**config.mk**
```make
export PLATFORM = sky130hd
export DESIGN_NAME = gmcb_front
export DESIGN_NICKNAME = d
export VERILOG_FILES = /design/src/rtl/gmcb_pkg.sv /design/src/rtl/gmcb_front.sv
export SDC_FILE = /design/constraint.sdc
export NUM_CORES = 1
export LEC_CHECK = 0
export BUFFER_PORTS_ARGS = -buffer_cell sky130_fd_sc_hd__buf_4
export CORE_MARGIN = 2
export CORE_UTILIZATION = 50
export CTS_BUF_LIST = sky130_fd_sc_hd__clkbuf_2
export CTS_CLUSTER_DIAMETER = 100
export DETAILED_ROUTE_END_ITERATION = 10
export PLACE_DENSITY = 0.73
export SYNTH_ARGS = -nofsm -noshare
export SYNTH_HDL_FRONTEND = slang
export SYNTH_SLANG_ARGS = --single-unit
```
**constraint.sdc**
```tcl
create_clock -name clk -period 5.75 [get_ports clk]
set_input_delay 0.2875 -clock clk [delete_from_list [all_inputs] [get_ports clk]]
set_output_delay 0.2875 -clock clk [all_outputs]
set_load 0.02 [all_outputs]
```
**src/rtl/gmcb_pkg.sv**
```systemverilog
package gmcb_pkg;

    // fixed point and field widths
    localparam int FRACTION_BITS = 12;
    localparam int Q_W           = 13;
    localparam int CFG_IDX_W     = 3;
    localparam int CFG_DATA_W    = 52;
    localparam int COUNT_W       = 3;
    localparam int BYTE_W        = 8;

    localparam logic [Q_W-1:0] ONE_Q = 13'd4096;

    // configuration register indexes
    typedef enum logic [CFG_IDX_W-1:0] {
        REG_STOP_COUNT   = 3'd0,
        REG_STOP_ZERO    = 3'd1,
        REG_STOP_ONE     = 3'd2,
        REG_STOP_TWO     = 3'd3,
        REG_STOP_THREE   = 3'd4,
        REG_STOP_FOUR    = 3'd5,
        REG_BLEND_ENABLE = 3'd6,
        REG_MASK_ENABLE  = 3'd7
    } cfg_reg_t;

    typedef logic [Q_W-1:0] q_t;

    typedef struct packed {
        logic signed [19:0] gradient_value;
        logic signed [19:0] mask_value;
        logic [7:0]         base_red;
        logic [7:0]         base_green;
        logic [7:0]         base_blue;
    } pixel_t;

    typedef struct packed {
        logic [7:0] out_red;
        logic [7:0] out_green;
        logic [7:0] out_blue;
        logic [7:0] out_alpha;
    } result_t;

    // one colour stop, position in the low field
    typedef struct packed {
        q_t blue;
        q_t green;
        q_t red;
        q_t pos;
    } stop_t;

    // classified beat handed from front to back
    typedef struct packed {
        q_t                    diff;
        q_t                    span;
        q_t [2:0]              c_lo;
        q_t [2:0]              c_hi;
        q_t                    weight;
        logic [2:0][BYTE_W-1:0] base;
    } work_t;

    // clamp a signed Q sample to 0..one
    function automatic q_t clamp_unit(input logic signed [19:0] v);
        q_t r;
        if (v < 20'sd0)
            r = '0;
        else if (v > 20'sd4096)
            r = ONE_Q;
        else
            r = v[Q_W-1:0];
        return r;
    endfunction

endpackage

```
**src/rtl/gmcb_front.sv**
```systemverilog
module gmcb_front #(
    parameter int MAX_STOPS = 5
) (
    input  logic                                clk,
    input  logic                                rst_n,
    input  logic                                cfg_valid,
    input  logic [gmcb_pkg::CFG_IDX_W-1:0]      cfg_index,
    input  logic [gmcb_pkg::CFG_DATA_W-1:0]     cfg_data,
    input  logic                                pixel_valid,
    input  gmcb_pkg::pixel_t                    pixel,
    output logic                                work_valid,
    output gmcb_pkg::work_t                     work
);

    logic [gmcb_pkg::COUNT_W-1:0] stop_count_reg;
    gmcb_pkg::stop_t              stops_reg [MAX_STOPS];
    logic                         blend_reg;
    logic                         mask_reg;

    logic                         work_valid_reg;
    gmcb_pkg::work_t              work_reg;
    gmcb_pkg::work_t              work_next;

    // configuration registers
    always_ff @(posedge clk or negedge rst_n)
    begin
        if (!rst_n)
        begin
            stop_count_reg <= '0;
            blend_reg      <= 1'b0;
            mask_reg       <= 1'b0;
            for (int k = 0; k < MAX_STOPS; k++)
                stops_reg[k] <= '0;
        end
        else if (cfg_valid)
        begin
            case (cfg_index)
                gmcb_pkg::REG_STOP_COUNT:   stop_count_reg <= cfg_data[gmcb_pkg::COUNT_W-1:0];
                gmcb_pkg::REG_BLEND_ENABLE: blend_reg <= cfg_data[0];
                gmcb_pkg::REG_MASK_ENABLE:  mask_reg  <= cfg_data[0];
                default:
                begin
                    for (int k = 0; k < MAX_STOPS; k++)
                        if (cfg_index == gmcb_pkg::CFG_IDX_W'(int'(gmcb_pkg::REG_STOP_ZERO) + k))
                            stops_reg[k] <= gmcb_pkg::stop_t'(cfg_data);
                end
            endcase
        end
    end

    // segment search and colour pick
    always_comb
    begin
        logic [gmcb_pkg::COUNT_W-1:0] n;
        logic [gmcb_pkg::COUNT_W-1:0] last;
        logic [gmcb_pkg::COUNT_W-1:0] lo;
        logic [gmcb_pkg::COUNT_W-1:0] hi;
        gmcb_pkg::q_t                 t;
        gmcb_pkg::q_t                 last_pos;
        logic                         black;
        logic                         found;

        n = (stop_count_reg > gmcb_pkg::COUNT_W'(MAX_STOPS))
            ? gmcb_pkg::COUNT_W'(MAX_STOPS) : stop_count_reg;
        last     = n - 3'd1;
        black    = (n == '0);
        t        = gmcb_pkg::clamp_unit(pixel.gradient_value);
        last_pos = '0;
        for (int i = 0; i < MAX_STOPS; i++)
            if (gmcb_pkg::COUNT_W'(i) == last)
                last_pos = stops_reg[i].pos;

        work_next      = '0;
        work_next.span = gmcb_pkg::Q_W'(1);
        lo    = '0;
        hi    = '0;
        found = 1'b0;
        if (!black)
        begin
            if (t <= stops_reg[0].pos)
            begin
                lo = '0;
                hi = '0;
            end
            else if (t >= last_pos)
            begin
                lo = last;
                hi = last;
            end
            else
            begin
                lo = last;
                hi = last;
                for (int i = 0; i < MAX_STOPS - 1; i++)
                begin
                    if (!found && (gmcb_pkg::COUNT_W'(i + 1) < n) &&
                        (t <= stops_reg[i+1].pos))
                    begin
                        found = 1'b1;
                        lo    = gmcb_pkg::COUNT_W'(i);
                        hi    = gmcb_pkg::COUNT_W'(i + 1);
                        if (stops_reg[i+1].pos > stops_reg[i].pos)
                        begin
                            work_next.diff = t - stops_reg[i].pos;
                            work_next.span = stops_reg[i+1].pos - stops_reg[i].pos;
                        end
                    end
                end
            end
            for (int i = 0; i < MAX_STOPS; i++)
            begin
                if (gmcb_pkg::COUNT_W'(i) == lo)
                    work_next.c_lo = {stops_reg[i].blue, stops_reg[i].green, stops_reg[i].red};
                if (gmcb_pkg::COUNT_W'(i) == hi)
                    work_next.c_hi = {stops_reg[i].blue, stops_reg[i].green, stops_reg[i].red};
            end
        end

        // blend weight from the mask value, one when blending or masking is off
        if (blend_reg && mask_reg)
            work_next.weight = gmcb_pkg::clamp_unit(pixel.mask_value);
        else
            work_next.weight = gmcb_pkg::ONE_Q;
        work_next.base = {pixel.base_blue, pixel.base_green, pixel.base_red};
    end

    // front output register
    always_ff @(posedge clk or negedge rst_n)
    begin
        if (!rst_n)
            work_valid_reg <= 1'b0;
        else
            work_valid_reg <= pixel_valid;
    end

    always_ff @(posedge clk)
    begin
        if (pixel_valid)
            work_reg <= work_next;
    end

    assign work_valid = work_valid_reg;
    assign work       = work_reg;

endmodule

```
==> flow_metrics.tcl <==
set metrics [dict create \
    final_min_period_over_clock_period_pct 95.32 \
    max_stage_delay_ns 0.49 \
    hp-class "in2reg" \
    setup_violations 0 \
    dominantRegCellSynth "sky130_fd_sc_hd__dfrtp_1" \
    num_rows 79 \
    status "finished, final reports clean" \
    route.met2.wl_um 37740 \
    drcViolationCount 0 \
    async_reset_ff_share_pct 65.36 \
    rsz0062_at_grt "false" \
    cellInternalPower_mw 6.270 \
    worst_setup_hold_path_clk_slew_ns 0.13 \
    yosys.cell_types.count 78 \
    chipHeight_um 220.9 \
    place.port_buffers 264 \
    critical_path.top_delay_family "compound AO/OA/AOI/OAI gates" \
    place.detailed.instances 2956 \
    die_width_um 220.9 \
    firstDrtPassIters 6 \
    min_period_ns 5.481 \
    wl_um 78150 \
    top_layer "met5" \
    total_switching_power_mw 4.162 \
    cts-root-buf "sky130_fd_sc_hd__clkbuf_2" \
    p_seq_share_pct 39.8 \
    pwr-share-clk_pct 19.6 \
    vdd.ir_drop.worst_mv 0.2047 \
    boundaryPins 265 \
    fin_tns_setup_ns 0 \
    final_critical_path_setup_slack_ns 0.2690 \
    worst_skew_pair.late_latency_ns 1.15 \
    critPathBufInv 4 \
    numClockSinks 407 \
    crit_arrival_ns 6.35 \
    worstPathRequired_ns 6.61 \
    synthesis.nets 2399 \
    finalPower_mw 10.43 \
    synth_enable_flop_cells 141 \
    syn2layout_area_growth_pct 26.30 \
    timing.critical_path.cells "a21o_1 > inv_2 > ha_2 > nor2b_1 > nor2_2 > and2_2 > a222oi_1 > nor3_1 > a221oi_1 > ha_1 > a211oi_1 > o21ai_0 > a211oi_2 > and2_4 > and2_1 > and3_1 > a2111oi_4 > buf_4 > buf_12 > o2111ai_4 > buf_8 > o22ai_1 > a221o_1" \
    avgSynthCellArea_um2 11.00 \
    grt_pass1_vias 20820 \
    dp_worst_setup_slack_ns -0.06414 \
    htree_num_levels 3 \
    yosysWarnings 0 \
    hold_viol 0 \
    tritoncts.num_buffers 104 \
    grt_usage_pct 31.41 \
    timing.critical_path.from "stop_count_reg[2]$_DFFE_PN0P_" \
    final.setup_skew_ns 0.09518 \
    place_hpwl_um 51760 \
    drive_gt1_share_pct 25.97 \
    detail_route.vias_per_cell 6.043 \
    maximum_buffer_depth_of_the_clock_tree 3 \
    fmaxAchievable_ghz 0.1824 \
    cpMaxStageDelayCell "sky130_fd_sc_hd__dfrtp_2" \
    comb_power_share_pct 40.6 \
    detailroute.via_count 20430 \
    maxSlewHeadroom_pct 23.93 \
    critical_path_depth 23 \
    post-route-util_pct 63.94 \
    worst_pin_slew_ns 1.137 \
    total_leakage_power_nw 12.74 \
    gp_congestion 1.003 \
    area_share_of_the_largest_cell_type_after_synthesis_pct 28.30 \
    wl_met1_um 29960 \
    netlist.top_cell.by_area "sky130_fd_sc_hd__dfrtp_1" \
    first_pass_grt_wire_length_um 119100 \
    power.density_cell_area_mw_per_mm2 351.2 \
    die_area_mm2 0.04879 \
    ant_nets 0 \
    antenna_violations_before_repair 5 \
    timing.critical_path.to_type "register" \
    initial_utilization_pct 50.62 \
    worst-r2r-setup-slack_ns 0.27 \
    netlist_area_mm2 0.02352 \
    largest_reg_flops 260 \
    final_nets 2944 \
    layoutNonFillerInstCount 3381 \
    drt_first_iter_violations 1794 \
    regArea_mm2 0.01089 \
    netlist_instances 2138 \
    final_common_cell "sky130_fd_sc_hd__buf_4" \
    layout.cells.most_common_list "304 x sky130_fd_sc_hd__buf_4, 265 x sky130_fd_sc_hd__dfrtp_1, 226 x sky130_fd_sc_hd__dlygate4sd3_1" \
    register_area_share_after_synthesis_pct 46.31 \
    fillerInstances 3674 \
    core-area_mm2 0.04646 \
    multi_input_area_mm2 0.01180 \
    timing.critical_path.from_type "register" \
    routed-wl-met3_um 6810 \
    timing.critical_path.fanout_max 21 \
    worstRegToRegCells 23 \
    regToRegEndpoint "work[96]$_SDFFCE_PP0P_" \
    timing.rr.start "stop_count_reg[2]$_DFFE_PN0P_" \
    wl_per_cell_um 23.12 \
    grt_start_max_net_pins 144 \
    tritoncts "done" \
    power.switching_fraction_pct 39.89 \
    critical_setup_path_class "reg2reg" \
    cp-endpoint "work[96]$_SDFFCE_PP0P_" \
    cap_viol_max_count 0 \
    finalMaxSlewViolations 0 \
    register_bit_count_reported_by_yosys 407 \
    netlist_top_cells_area "sky130_fd_sc_hd__dfrtp_1 28%, sky130_fd_sc_hd__edfxtp_1 18%, sky130_fd_sc_hd__mux2_2 9.0%" \
    gr-total-overflow 0 \
]
==> what timing repair did <==
action	4_1_cts	5_1_grt
endpoints found under the hold margin	503	0
hold buffers	227	0
pin swaps	0	1
gates resized for setup	3	10
setup endpoints to repair	40	77
setup buffers	0	1
==> worst min path at each step <==
stage | from | endpoint | slack [ns] | depth (start not counted)
after floorplan | rst_n | blend_reg$_DFFE_PN0P_ | -0.008 | 0
after global placement | rst_n | stops_reg[14]$_DFFE_PN0P_ | 0.44 | 1
after detailed placement | rst_n | stops_reg[222]$_DFFE_PN0P_ | 0.45 | 1
after CTS | pixel[40] | work[36]$_SDFFCE_PN1P_ | 0.04 | 6
after global routing | pixel[40] | work[36]$_SDFFCE_PN1P_ | 0.13 | 6
final | pixel[44] | work[128]$_SDFFCE_PP0P_ | 0.15 | 5
==> Yosys cell counts (22+ instances only) <==
master,count
sky130_fd_sc_hd__edfxtp_1,141
sky130_fd_sc_hd__ha_1,130
sky130_fd_sc_hd__a21o_1,38
sky130_fd_sc_hd__buf_2,24
sky130_fd_sc_hd__inv_1,128
sky130_fd_sc_hd__mux2_2,189
sky130_fd_sc_hd__dfrtp_1,266
sky130_fd_sc_hd__xor2_1,22
sky130_fd_sc_hd__a222oi_1,22
sky130_fd_sc_hd__mux2i_1,118
sky130_fd_sc_hd__nand3_1,28
sky130_fd_sc_hd__xnor2_1,58
sky130_fd_sc_hd__o221ai_1,40
sky130_fd_sc_hd__o22ai_1,38
sky130_fd_sc_hd__nor2_1,61
sky130_fd_sc_hd__a21oi_1,99
sky130_fd_sc_hd__o21ai_0,114
sky130_fd_sc_hd__a221o_1,42
sky130_fd_sc_hd__clkbuf_1,66
sky130_fd_sc_hd__nand2_1,177
sky130_fd_sc_hd__and2_1,28
sky130_fd_sc_hd__nor3_1,33
==> kinds of logic (layout without fill, tap and decap cells) <==
| logic type | after synthesis | after routing | share of synthesized area (%) |
|---|---|---|---|
| AND/OR/NAND/NOR | 441 | 441 | 9.182 |
| adder cells (fa/ha/maj) | 145 | 145 | 7.900 |
| other | 0 | 5 | 0 |
| flip-flops | 407 | 407 | 46.31 |
| AO/OA/AOI/OAI | 523 | 523 | 15.49 |
| XOR/XNOR | 80 | 80 | 2.979 |
| multiplexers | 308 | 308 | 14.12 |
| buffers and inverters | 234 | 865 | 4.022 |
==> power by group through the flow <==
stage               Clock (mW)  Sequential (mW)  Combinational (mW)
detailed placement           0             4.17                3.99
CTS                       2.08             4.11                4.15
global placement             0             4.15                3.90
global route              2.23             4.20                4.57
floorplan                    0             4.18                2.53
finish                    2.05             4.15                4.23
==> cell type report <==
cell class / instances / area share, %
Multi-Input combinational cell: 1497 / 39.71
Sequential cell: 407 / 36.67
Timing Repair Buffer: 543 / 16.12
Clock buffer: 167 / 2.814
Tap cell: 607 / 2.557
Inverter: 130 / 1.643
Clock inverter: 25 / 0.4465
Antenna cell: 5 / 0.04212
==> per-stage QoR <==
step | hold WS [ns] | cell area (um^2)
2_1_floorplan | -0.008091 | 23520
3_3_place_gp | 0.4440 | 26390
3_5_place_dp | 0.4537 | 26390
4_1_cts | 0.03603 | 29660
5_1_grt | 0.1286 | 29700
6_report | 0.1541 | 29700
==> worst register-to-register path: stages, from the launching register on <==
cell,delay [ns]
sky130_fd_sc_hd__dfrtp_2,0.49
sky130_fd_sc_hd__a21o_1,0.21
sky130_fd_sc_hd__inv_2,0.12
sky130_fd_sc_hd__ha_2,0.23
sky130_fd_sc_hd__nor2b_1,0.22
sky130_fd_sc_hd__nor2_2,0.10
sky130_fd_sc_hd__and2_2,0.31
sky130_fd_sc_hd__a222oi_1,0.33
sky130_fd_sc_hd__nor3_1,0.08
sky130_fd_sc_hd__a221oi_1,0.23
sky130_fd_sc_hd__ha_1,0.30
sky130_fd_sc_hd__a211oi_1,0.24
sky130_fd_sc_hd__o21ai_0,0.18
sky130_fd_sc_hd__a211oi_2,0.27
sky130_fd_sc_hd__and2_4,0.24
sky130_fd_sc_hd__and2_1,0.21
sky130_fd_sc_hd__and3_1,0.25
sky130_fd_sc_hd__a2111oi_4,0.05
sky130_fd_sc_hd__buf_4,0.18
sky130_fd_sc_hd__buf_12,0.16
sky130_fd_sc_hd__o2111ai_4,0.14
sky130_fd_sc_hd__buf_8,0.26
sky130_fd_sc_hd__o22ai_1,0.14
sky130_fd_sc_hd__a221o_1,0.29
==> per-layer routing <==
metal	vias up	global-route usage [%]
li1	9178	-
met1	10040	38.44
met2	994	52.32
met3	221	7.077
met4	2	15.76
met5	-	0
(Power assumes the default switching activity.)
