$ cat src/rtl/gmcb_pkg.sv
package gmcb_pkg;

    // fixed point and field widths
    localparam int FRACTION_BITS = 12;
    localparam int Q_W           = 13;
    localparam int CFG_IDX_W     = 3;
    localparam int CFG_DATA_W    = 52;
    localparam int COUNT_W       = 3;
    localparam int BYTE_W        = 8;

    localparam logic [Q_W-1:0] ONE_Q = 13'd4096;

    // configuration register indexes
    typedef enum logic [CFG_IDX_W-1:0] {
        REG_STOP_COUNT   = 3'd0,
        REG_STOP_ZERO    = 3'd1,
        REG_STOP_ONE     = 3'd2,
        REG_STOP_TWO     = 3'd3,
        REG_STOP_THREE   = 3'd4,
        REG_STOP_FOUR    = 3'd5,
        REG_BLEND_ENABLE = 3'd6,
        REG_MASK_ENABLE  = 3'd7
    } cfg_reg_t;

    typedef logic [Q_W-1:0] q_t;

    typedef struct packed {
        logic signed [19:0] gradient_value;
        logic signed [19:0] mask_value;
        logic [7:0]         base_red;
        logic [7:0]         base_green;
        logic [7:0]         base_blue;
    } pixel_t;

    typedef struct packed {
        logic [7:0] out_red;
        logic [7:0] out_green;
        logic [7:0] out_blue;
        logic [7:0] out_alpha;
    } result_t;

    // one colour stop, position in the low field
    typedef struct packed {
        q_t blue;
        q_t green;
        q_t red;
        q_t pos;
    } stop_t;

    // classified beat handed from front to back
    typedef struct packed {
        q_t                    diff;
        q_t                    span;
        q_t [2:0]              c_lo;
        q_t [2:0]              c_hi;
        q_t                    weight;
        logic [2:0][BYTE_W-1:0] base;
    } work_t;

    // clamp a signed Q sample to 0..one
    function automatic q_t clamp_unit(input logic signed [19:0] v);
        q_t r;
        if (v < 20'sd0)
            r = '0;
        else if (v > 20'sd4096)
            r = ONE_Q;
        else
            r = v[Q_W-1:0];
        return r;
    endfunction

endpackage

$ cat src/rtl/gmcb_queue.sv
module gmcb_queue (
    input  logic            clk,
    input  logic            rst_n,
    input  logic            push,
    input  gmcb_pkg::work_t push_data,
    input  logic            pop,
    output logic            head_valid,
    output gmcb_pkg::work_t head,
    output logic            full
);

    gmcb_pkg::work_t entries [2];
    logic            wr_ptr_reg;
    logic            rd_ptr_reg;
    logic [1:0]      count_reg;
    logic            do_pop;

    assign do_pop = pop && (count_reg != 2'd0);

    // pointers and fill level
    always_ff @(posedge clk or negedge rst_n)
    begin
        if (!rst_n)
        begin
            wr_ptr_reg <= 1'b0;
            rd_ptr_reg <= 1'b0;
            count_reg  <= 2'd0;
        end
        else
        begin
            if (push)
                wr_ptr_reg <= ~wr_ptr_reg;
            if (do_pop)
                rd_ptr_reg <= ~rd_ptr_reg;
            count_reg <= count_reg + {1'b0, push} - {1'b0, do_pop};
        end
    end

    // storage
    always_ff @(posedge clk)
    begin
        if (push)
            entries[wr_ptr_reg] <= push_data;
    end

    assign head       = entries[rd_ptr_reg];
    assign head_valid = (count_reg != 2'd0);
    assign full       = (count_reg == 2'd2);

endmodule

$ cat config.mk
export PLATFORM = sky130hd
export DESIGN_NAME = gmcb_queue
export DESIGN_NICKNAME = d
export VERILOG_FILES = /design/src/rtl/gmcb_pkg.sv /design/src/rtl/gmcb_queue.sv
export SDC_FILE = /design/constraint.sdc
export NUM_CORES = 1
export LEC_CHECK = 0
export BUFFER_PORTS_ARGS = -buffer_cell sky130_fd_sc_hd__clkbuf_2
export CAP_MARGIN = 20
export CORE_MARGIN = 2
export CORE_UTILIZATION = 23
export DETAILED_ROUTE_END_ITERATION = 10
export MAX_ROUTING_LAYER = met4
export SYNTH_ARGS = -nofsm -noshare
export SYNTH_HDL_FRONTEND = slang
export SYNTH_SLANG_ARGS = --single-unit
$ cat constraint.sdc
create_clock -name clk -period 7.9 [get_ports clk]
set_clock_uncertainty 0.2 [all_clocks]
set_input_delay 0.395 -clock clk [delete_from_list [all_inputs] [get_ports clk]]
set_output_delay 0.395 -clock clk [all_outputs]
set_load 0.01 [all_outputs]
==> results of run 1 <==
worst max-delay path, cell delays in order, from the launching register on:
cell,delay (ns)
dfrtp_4,0.88
buf_4,0.79
mux2_2,0.43
clkbuf_2,0.13
power breakdown:
part	internal, mW	total, mW	switching (mW)
Sequential	2.02	2.14	0.119
Clock	0.777	1.33	0.554
Combinational	0.742	1.48	0.737
per-layer routing:
layer  GRT usage (%)  up-vias
li1                -     2745
met1            10.8     2831
met2            15.0      216
met3            3.34       38
met4            2.66        0
met5               -        -
worst min-delay path by stage:
stage                            to      startpoint  slack [ns]
global route        entries[1][136]  push_data[136]        0.34
global placement         wr_ptr_reg           rst_n        0.01
finish                entries[0][9]    push_data[9]        0.36
CTS                   entries[1][2]    push_data[2]        0.32
floorplan              count_reg[0]           rst_n       -0.10
detailed placement       wr_ptr_reg           rst_n        0.01
final cells by class:
cell class	instances	area (um^2)
Timing Repair Buffer	439	2940
Clock inverter	17	130
Inverter	2	7.51
Clock buffer	38	802
Multi-Input combinational cell	152	1990
Fill cell	4445	31000
Tap cell	607	759
Antenna cell	4	10.0
Sequential cell	286	8570
cells by family (layout without fill, tap and decap cells):
logic type / after synthesis / count (layout) / synth area share, %
flops: 286 / 286 / 80.1
mux: 141 / 141 / 17.6
buf+inv: 18 / 496 / 1.40
xor+xnor: 4 / 4 / 0.328
simple gates: 4 / 4 / 0.234
fa+ha+maj: 2 / 2 / 0.234
compound gates: 1 / 1 / 0.0702
other cells: 0 / 4 / 0
layout by cell type, fill, tap and decap left out, drive strengths merged:
cell type	instances
mux2	141
buf	7
xor2	2
dlygate4sd3	145
nor2b	2
or2	1
dfrtp	4
o21a	1
clkinv	13
clkbuf	325
xnor2	2
edfxtp	282
and2	1
bufinv	2
clkinvlp	1
diode	4
inv	3
ha	2
==> metrics.cfg, run 1 <==
[synthesis]
synthDistinctLibCells = 14
yosysTopAreaCellShare_pct = 79.1
synth_top_area_cell = edfxtp_1
synthTopCellsByArea = edfxtp_1 (79%), mux2_4 (11%), mux2_2 (6.4%)
seq_area_frac_synth_pct = 80.1
synth_edf_count = 282
syn_nets = 603
async_reset_ff_share_pct = 1.40
ys_ff_latch = 286
synth.avg_cell_area_um2 = 23.5
synth.top_cells.by_count = edfxtp_1 (282), mux2_4 (80), mux2_2 (61)
ys_warn_count = 0
syn-cell-area_mm2 = 0.0107
synth-main-ff-cell = edfxtp_1
synth_cells = 456
synth_most_common_cell = edfxtp_1

[floorplanning]
initial_core_util_pct = 23.1
dieArea_mm2 = 0.0483
ios = 288
die_y_um = 220
num_rows = 79
core_mm2 = 0.0463
dieWidth_um = 220

[layout]
largest_reg_flops = 282
area_growth_pct = 42.2
fin_util_pct = 32.9
final_cells = 1545
stdcell_area_mm2 = 0.0152
nNetsFinal = 1059
drive_gt1_share_pct = 51.2

[cts]
worstSkewPairLatency_ns = 0.56
tritoncts = done
cts.path.max_buffers = 3
cts.clk_slew.worst_paths_ns = 0.06
cts_buffers = 31
cts_max_level = 1
post_cts_buffers = 0
cts_hold_buf = 145
ctsResizeCount = 0
clock_sinks = 286
root_buffer = clkbuf_16

[worst_hold_path]
min_path_type = input port to flip-flop
hold_path_depth = 2

[power]
cellLeakagePower_nw = 5.93
ir_drop_mv = 0.239
p_total_mw = 4.95
p_per_area_mw_per_mm2 = 325

[grt]
antenna_found_initial = 4
grt_pass1_vias = 6241
grt_overflow_total = 0
grt_max_degree = 59
grt_pass1_wl_um = 33800
grtUsageTotal_pct = 9.25

[setup_path]
cp-start-kind = flip-flop
crit_path_end_kind = output port
crit_required_ns = 7.30
r2r_slack_ns = 4.83
startpoint = rd_ptr_reg
crit_path_end = head[6]
critical_path_class = flip-flop to output port
r2r-end = entries[1][125]
cp_max_fo = 58
rr_startpoint = wr_ptr_reg
rr_worst_depth = 3
cp.arrival_ns = 2.95

[routing]
wl_met3_um = 1970
drt-pass1-iter-count = 4
vias = 5830
wire_per_inst_um = 14.8
met1Wirelength_um = 9470
wl_met2_um = 10800
ant_nets = 0
top_layer = met4
remaining_drc_errors = 0
post_drt_via_cell_ratio = 3.77
drt_iter0_markers = 162
routed_wl_um = 22800

[sta]
worst_hold_slack_ns = 0.361
maxSlewHeadroom_pct = 35.4
hold_viol = 0
tns_ns = 0
rsz0062_at_grt = false
setup_viol = 0
clock.fmax_mhz = 282
slew_viol_final = 0
period_needed_ns = 3.55
fin_ws_ns = 4.35
tightestPinTransition_ns = 0.969
fin_crit_sh_pct = 44.9

[flow_run]
cap_violations = 0

[placement]
dpl.cell_count = 1341
place.port_buffers = 287
hpwl_um = 14300
place_area_mm2 = 0.0128
place.gp.congestion = 0.684
preCtsSetupSlack_ns = 4.62

[outcome]
outcome = complete, no violations

No activity file was read; power rests on OpenSTA's default activity.
==> run 2: changes to the inputs <==
clock period = 3.3 ns   (was 7.9 ns; I/O delays follow)
==> run 2 against run 1 <==
Utilization grew 0.54 points. Wire length grew 4.3%. Worst hold slack lost 0.19 ns. Register-to-register slack lost 3.4 ns. Clock-buffer cell count grew 6. Cell area grew 1.7%. Sequential power grew 140%. Final cell count grew 0.71%. Die area is the same. Via count grew 0.63%. Sequential cell count is the same. First-iteration DRC count grew 46%. Highest routed layer unchanged.
==> metrics.cfg, run 2 (synthesis gave the netlist of run 1 again) <==
[cts]
cts_buffers = 35
cts.path.max_buffers = 3
post_cts_buffers = 0
clock_sinks = 286
tritoncts = done
cts_hold_buf = 145
root_buffer = clkbuf_16
cts_max_level = 2
ctsResizeCount = 0
worstSkewPairLatency_ns = 0.52
cts.clk_slew.worst_paths_ns = 0.06

[power]
p_per_area_mw_per_mm2 = 799
ir_drop_mv = 0.495
cellLeakagePower_nw = 6.04

[routing]
ant_nets = 0
drt-pass1-iter-count = 4
remaining_drc_errors = 0
routed_wl_um = 23800
vias = 5867
post_drt_via_cell_ratio = 3.77
wire_per_inst_um = 15.3
drt_iter0_markers = 236

[floorplanning]
num_rows = 79
dieWidth_um = 220
ios = 288
initial_core_util_pct = 23.1
die_y_um = 220
core_mm2 = 0.0463
dieArea_mm2 = 0.0483

[layout]
nNetsFinal = 1065
drive_gt1_share_pct = 52.2
layout_common_cells = clkbuf_2 (287), edfxtp_1 (282), dlygate4sd3_1 (145)
final_common_cell = clkbuf_2
largest_reg_flops = 282
area_growth_pct = 44.5

[sta]
rsz0062_at_grt = false
worst_hold_slack_ns = 0.170
fin_ws_ns = 0.790
slew_viol_final = 0
tns_ns = 0
hold_viol = 0
setup_viol = 0
maxSlewHeadroom_pct = 65.0
period_needed_ns = 2.51
clock.fmax_mhz = 398
fin_crit_sh_pct = 76.1
tightestPinTransition_ns = 0.524

[grt]
antenna_found_initial = 6
grt_overflow_total = 0
grtUsageTotal_pct = 9.78
grt_pass1_wl_um = 34700
grt_max_degree = 83
grt_pass1_vias = 6351

[worst_hold_path]
hold_path_depth = 2
min_path_type = input port to flip-flop

[flow_run]
cap_violations = 0

[placement]
place.port_buffers = 287
preCtsSetupSlack_ns = 1.32
place.gp.congestion = 0.695
hpwl_um = 15100

[setup_path]
startpoint = rd_ptr_reg
r2r-end = entries[1][36]
cp.arrival_ns = 2.15
cp_max_fo = 24
crit_path_end_kind = output port
critical_path_class = flip-flop to output port
r2r_slack_ns = 1.43
rr_worst_depth = 2
crit_path_end = head[2]
rr_startpoint = wr_ptr_reg
cp-start-kind = flip-flop
crit_required_ns = 2.93

[outcome]
outcome = complete, no violations

[run 2: cell types whose count changed in the layout (fill, tap and decap cells not counted)]
cell	previous run	this run
bufinv_16	2	1
clkinv_1	9	4
clkinv_4	0	3
diode_2	4	6
buf_4	7	3
clkbuf_16	31	37
clkinvlp_4	1	3
buf_12	0	6
clkinv_2	4	5
inv_6	1	2
[run 2: worst min path at each step]
stage               slack [ns]              end           start
floorplan                -0.33     count_reg[0]           rst_n
global placement         -0.22     count_reg[0]           rst_n
detailed placement       -0.22     count_reg[0]           rst_n
CTS                       0.12    entries[0][3]    push_data[3]
global route              0.14  entries[1][137]  push_data[137]
finish                    0.17   entries[0][84]   push_data[84]
[run 2: area by class of cell]
class / instances / area [um^2]
repair buffers: 441 / 3030
inverters: 2 / 7.51
clock inverters: 18 / 136
well taps: 607 / 759
fillers: 4476 / 30800
multi-input cells: 152 / 1990
clock buffers: 44 / 952
diodes: 6 / 15.0
flip-flops and latches: 286 / 8570
[run 2: critical path, cell delays in order, from the launching register on]
cell and delay (ns):
dfrtp_4 0.62, buf_4 0.44, mux2_2 0.40, clkbuf_2 0.13
[run 2: routing by layer]
| metal | up-vias | part of all wire (%) | track usage, % |
|---|---|---|---|
| li1 | 2752 | - | - |
| met1 | 2850 | 42 | 11.1 |
| met2 | 220 | 48 | 16.0 |
| met3 | 45 | 7.9 | 3.17 |
| met4 | 0 | 2.4 | 3.78 |
| met5 | - | 0 | - |
[run 2: stage by stage]
stage               cells  util (%)  area [um^2]  total power [mW]
floorplan             456         -        10700              7.48
global placement     1343      27.9        12900              8.73
detailed placement   1343      27.9        12900              8.78
CTS                  1550      33.4        15400              12.6
global route         1556      33.4        15500              13.0
finish               1556      33.4        15500              12.3
[run 2: power by group]
group / switching [mW] / leakage [nW] / internal, mW / total [mW]
combinational: 1.86 / 2.82 / 1.84 / 3.71
clock: 1.47 / 0.526 / 2.14 / 3.61
sequential: 0.214 / 2.69 / 4.82 / 5.04
==> run 3: changes to the inputs <==
clock period = 2.56 ns   (was 3.3 ns; I/O delays follow)
==> run 3 against run 2 <==
Cell area rose by 0.30%. Power rose by 29%. First-iteration DRC count rose by 40%. Register-to-register slack got worse by 0.62 ns. Clock-buffer cell count fell by 11. Wire length fell by 2.6%. Worst setup slack got worse by 0.67 ns. Utilization rose by 0.10 points. Non-clock buffer count rose by 10. Global-route usage fell by 0.40 points. Highest routed layer unchanged.
==> metrics.cfg, run 3 (synthesis gave the netlist of run 1 again) <==
[outcome]
outcome = complete, no violations

[grt]
grt_pass1_wl_um = 34200
grt_overflow_total = 0
grt_max_degree = 74
antenna_found_initial = 4
grt_pass1_vias = 6240
grtUsageTotal_pct = 9.38

[sta]
maxSlewHeadroom_pct = 70.1
clock.fmax_mhz = 409
worst_hold_slack_ns = 0.102
setup_viol = 0
rsz0062_at_grt = false
slew_viol_final = 0
tightestPinTransition_ns = 0.449
hold_viol = 0
period_needed_ns = 2.44
fin_crit_sh_pct = 95.5

[setup_path]
cp_max_fo = 18
crit_slowest_cell = dfrtp_4
crit_required_ns = 2.23
cp-start-kind = flip-flop
crit_path_end_kind = output port
critical_path_class = flip-flop to output port
slowest_delay_ns = 0.56
cp.arrival_ns = 2.12
crit_chain = buf_12 -> buf_4 -> mux2_2 -> clkbuf_2

[power]
cellLeakagePower_nw = 6.07
ir_drop_mv = 0.703
p_per_area_mw_per_mm2 = 1030

[floorplanning]
dieArea_mm2 = 0.0483
core_mm2 = 0.0463
die_y_um = 220
dieWidth_um = 220
num_rows = 79
initial_core_util_pct = 23.1
ios = 288

[layout]
layout_common_cells = clkbuf_2 (287), edfxtp_1 (282), dlygate4sd3_1 (145)
nNetsFinal = 1071
final_common_cell = clkbuf_2
drive_gt1_share_pct = 52.4
fin_util_pct = 33.5
largest_reg_flops = 282
area_growth_pct = 45.0

[cts]
tritoncts = done
cts.clk_slew.worst_paths_ns = 0.06
clock_sinks = 286
worstSkewPairLatency_ns = 0.55
ctsResizeCount = 0
root_buffer = clkbuf_16
cts_buffers = 31
post_cts_buffers = 0
cts.path.max_buffers = 3
cts_max_level = 1
cts_hold_buf = 145

[placement]
place.port_buffers = 287
place.gp.congestion = 0.713
hpwl_um = 15200

[routing]
remaining_drc_errors = 0
wire_per_inst_um = 14.9
post_drt_via_cell_ratio = 3.82
drt-pass1-iter-count = 4
drt_iter0_markers = 331
routed_wl_um = 23200
vias = 5950
ant_nets = 0

[flow_run]
cap_violations = 0

[worst_hold_path]
min_path_type = input port to flip-flop

[run 3: cell types whose count changed in the layout (fill, tap and decap cells not counted), moves of 4 or more]
cell / previous run / this run
buf_4: 3 / 11
bufinv_16: 1 / 5
clkbuf_1: 7 / 2
clkinv_1: 4 / 9
clkbuf_16: 37 / 31
[run 3: cell type report]
| class | count | area [um^2] |
|---|---|---|
| Clock buffer | 33 | 783 |
| Clock inverter | 24 | 256 |
| Timing Repair Buffer | 451 | 3130 |
| Antenna cell | 4 | 10.0 |
| Sequential cell | 286 | 8570 |
| Tap cell | 607 | 759 |
| Fill cell | 4435 | 30700 |
| Inverter | 2 | 7.51 |
| Multi-Input combinational cell | 152 | 1990 |
[run 3: final timing paths]
kind / from / endpoint / slack, ns / depth (start not counted)
worst min-delay path: push_data[134] / entries[0][134] / 0.10 / 2
worst max-delay path: rd_ptr_reg / head[5] / 0.12 / 4
worst min register to register: wr_ptr_reg / wr_ptr_reg / 0.34 / 1
max in group asynchronous: rst_n / rd_ptr_reg / 1.67 / 3
min in group asynchronous: rst_n / rd_ptr_reg / 0.29 / 3
worst max register to register: wr_ptr_reg / entries[1][21] / 0.81 / 2
[run 3: metal layers]
| layer | track usage [%] | part of all wire [%] | vias up |
|---|---|---|---|
| met5 | - | 0 | - |
| met3 | 2.14 | 7.4 | 42 |
| li1 | - | - | 2767 |
| met2 | 15.3 | 47 | 232 |
| met4 | 2.80 | 2.1 | 0 |
| met1 | 11.6 | 43 | 2909 |
[run 3: worst max-delay path, delay by kind of cell (launching register included)]
kind                   cells  cell delay, ns
buffers and inverters      3            0.61
muxes                      1            0.37
DFF                        1            0.56
[run 3: where the power goes]
part           leakage, nW  switching (mW)  internal, mW  total (mW)
sequential            2.69           0.256          6.21        6.47
clock                0.499            1.77          2.71        4.49
combinational         2.88            2.45          2.51        4.96
total                 6.07            4.48          11.4        15.9
[run 3: through the flow]
stage	std cells	area [um^2]	setup slack [ns]	power, mW	TNS (ns)
3_5_place_dp	1353	13000	0.686	11.5	0
4_1_cts	1555	15500	0.0638	16.2	0
6_report	1559	15500	0.116	15.9	0
2_1_floorplan	456	10700	-0.579	9.64	-117.44
3_3_place_gp	1353	13000	0.697	11.4	0
5_1_grt	1559	15500	0.0241	16.7	0
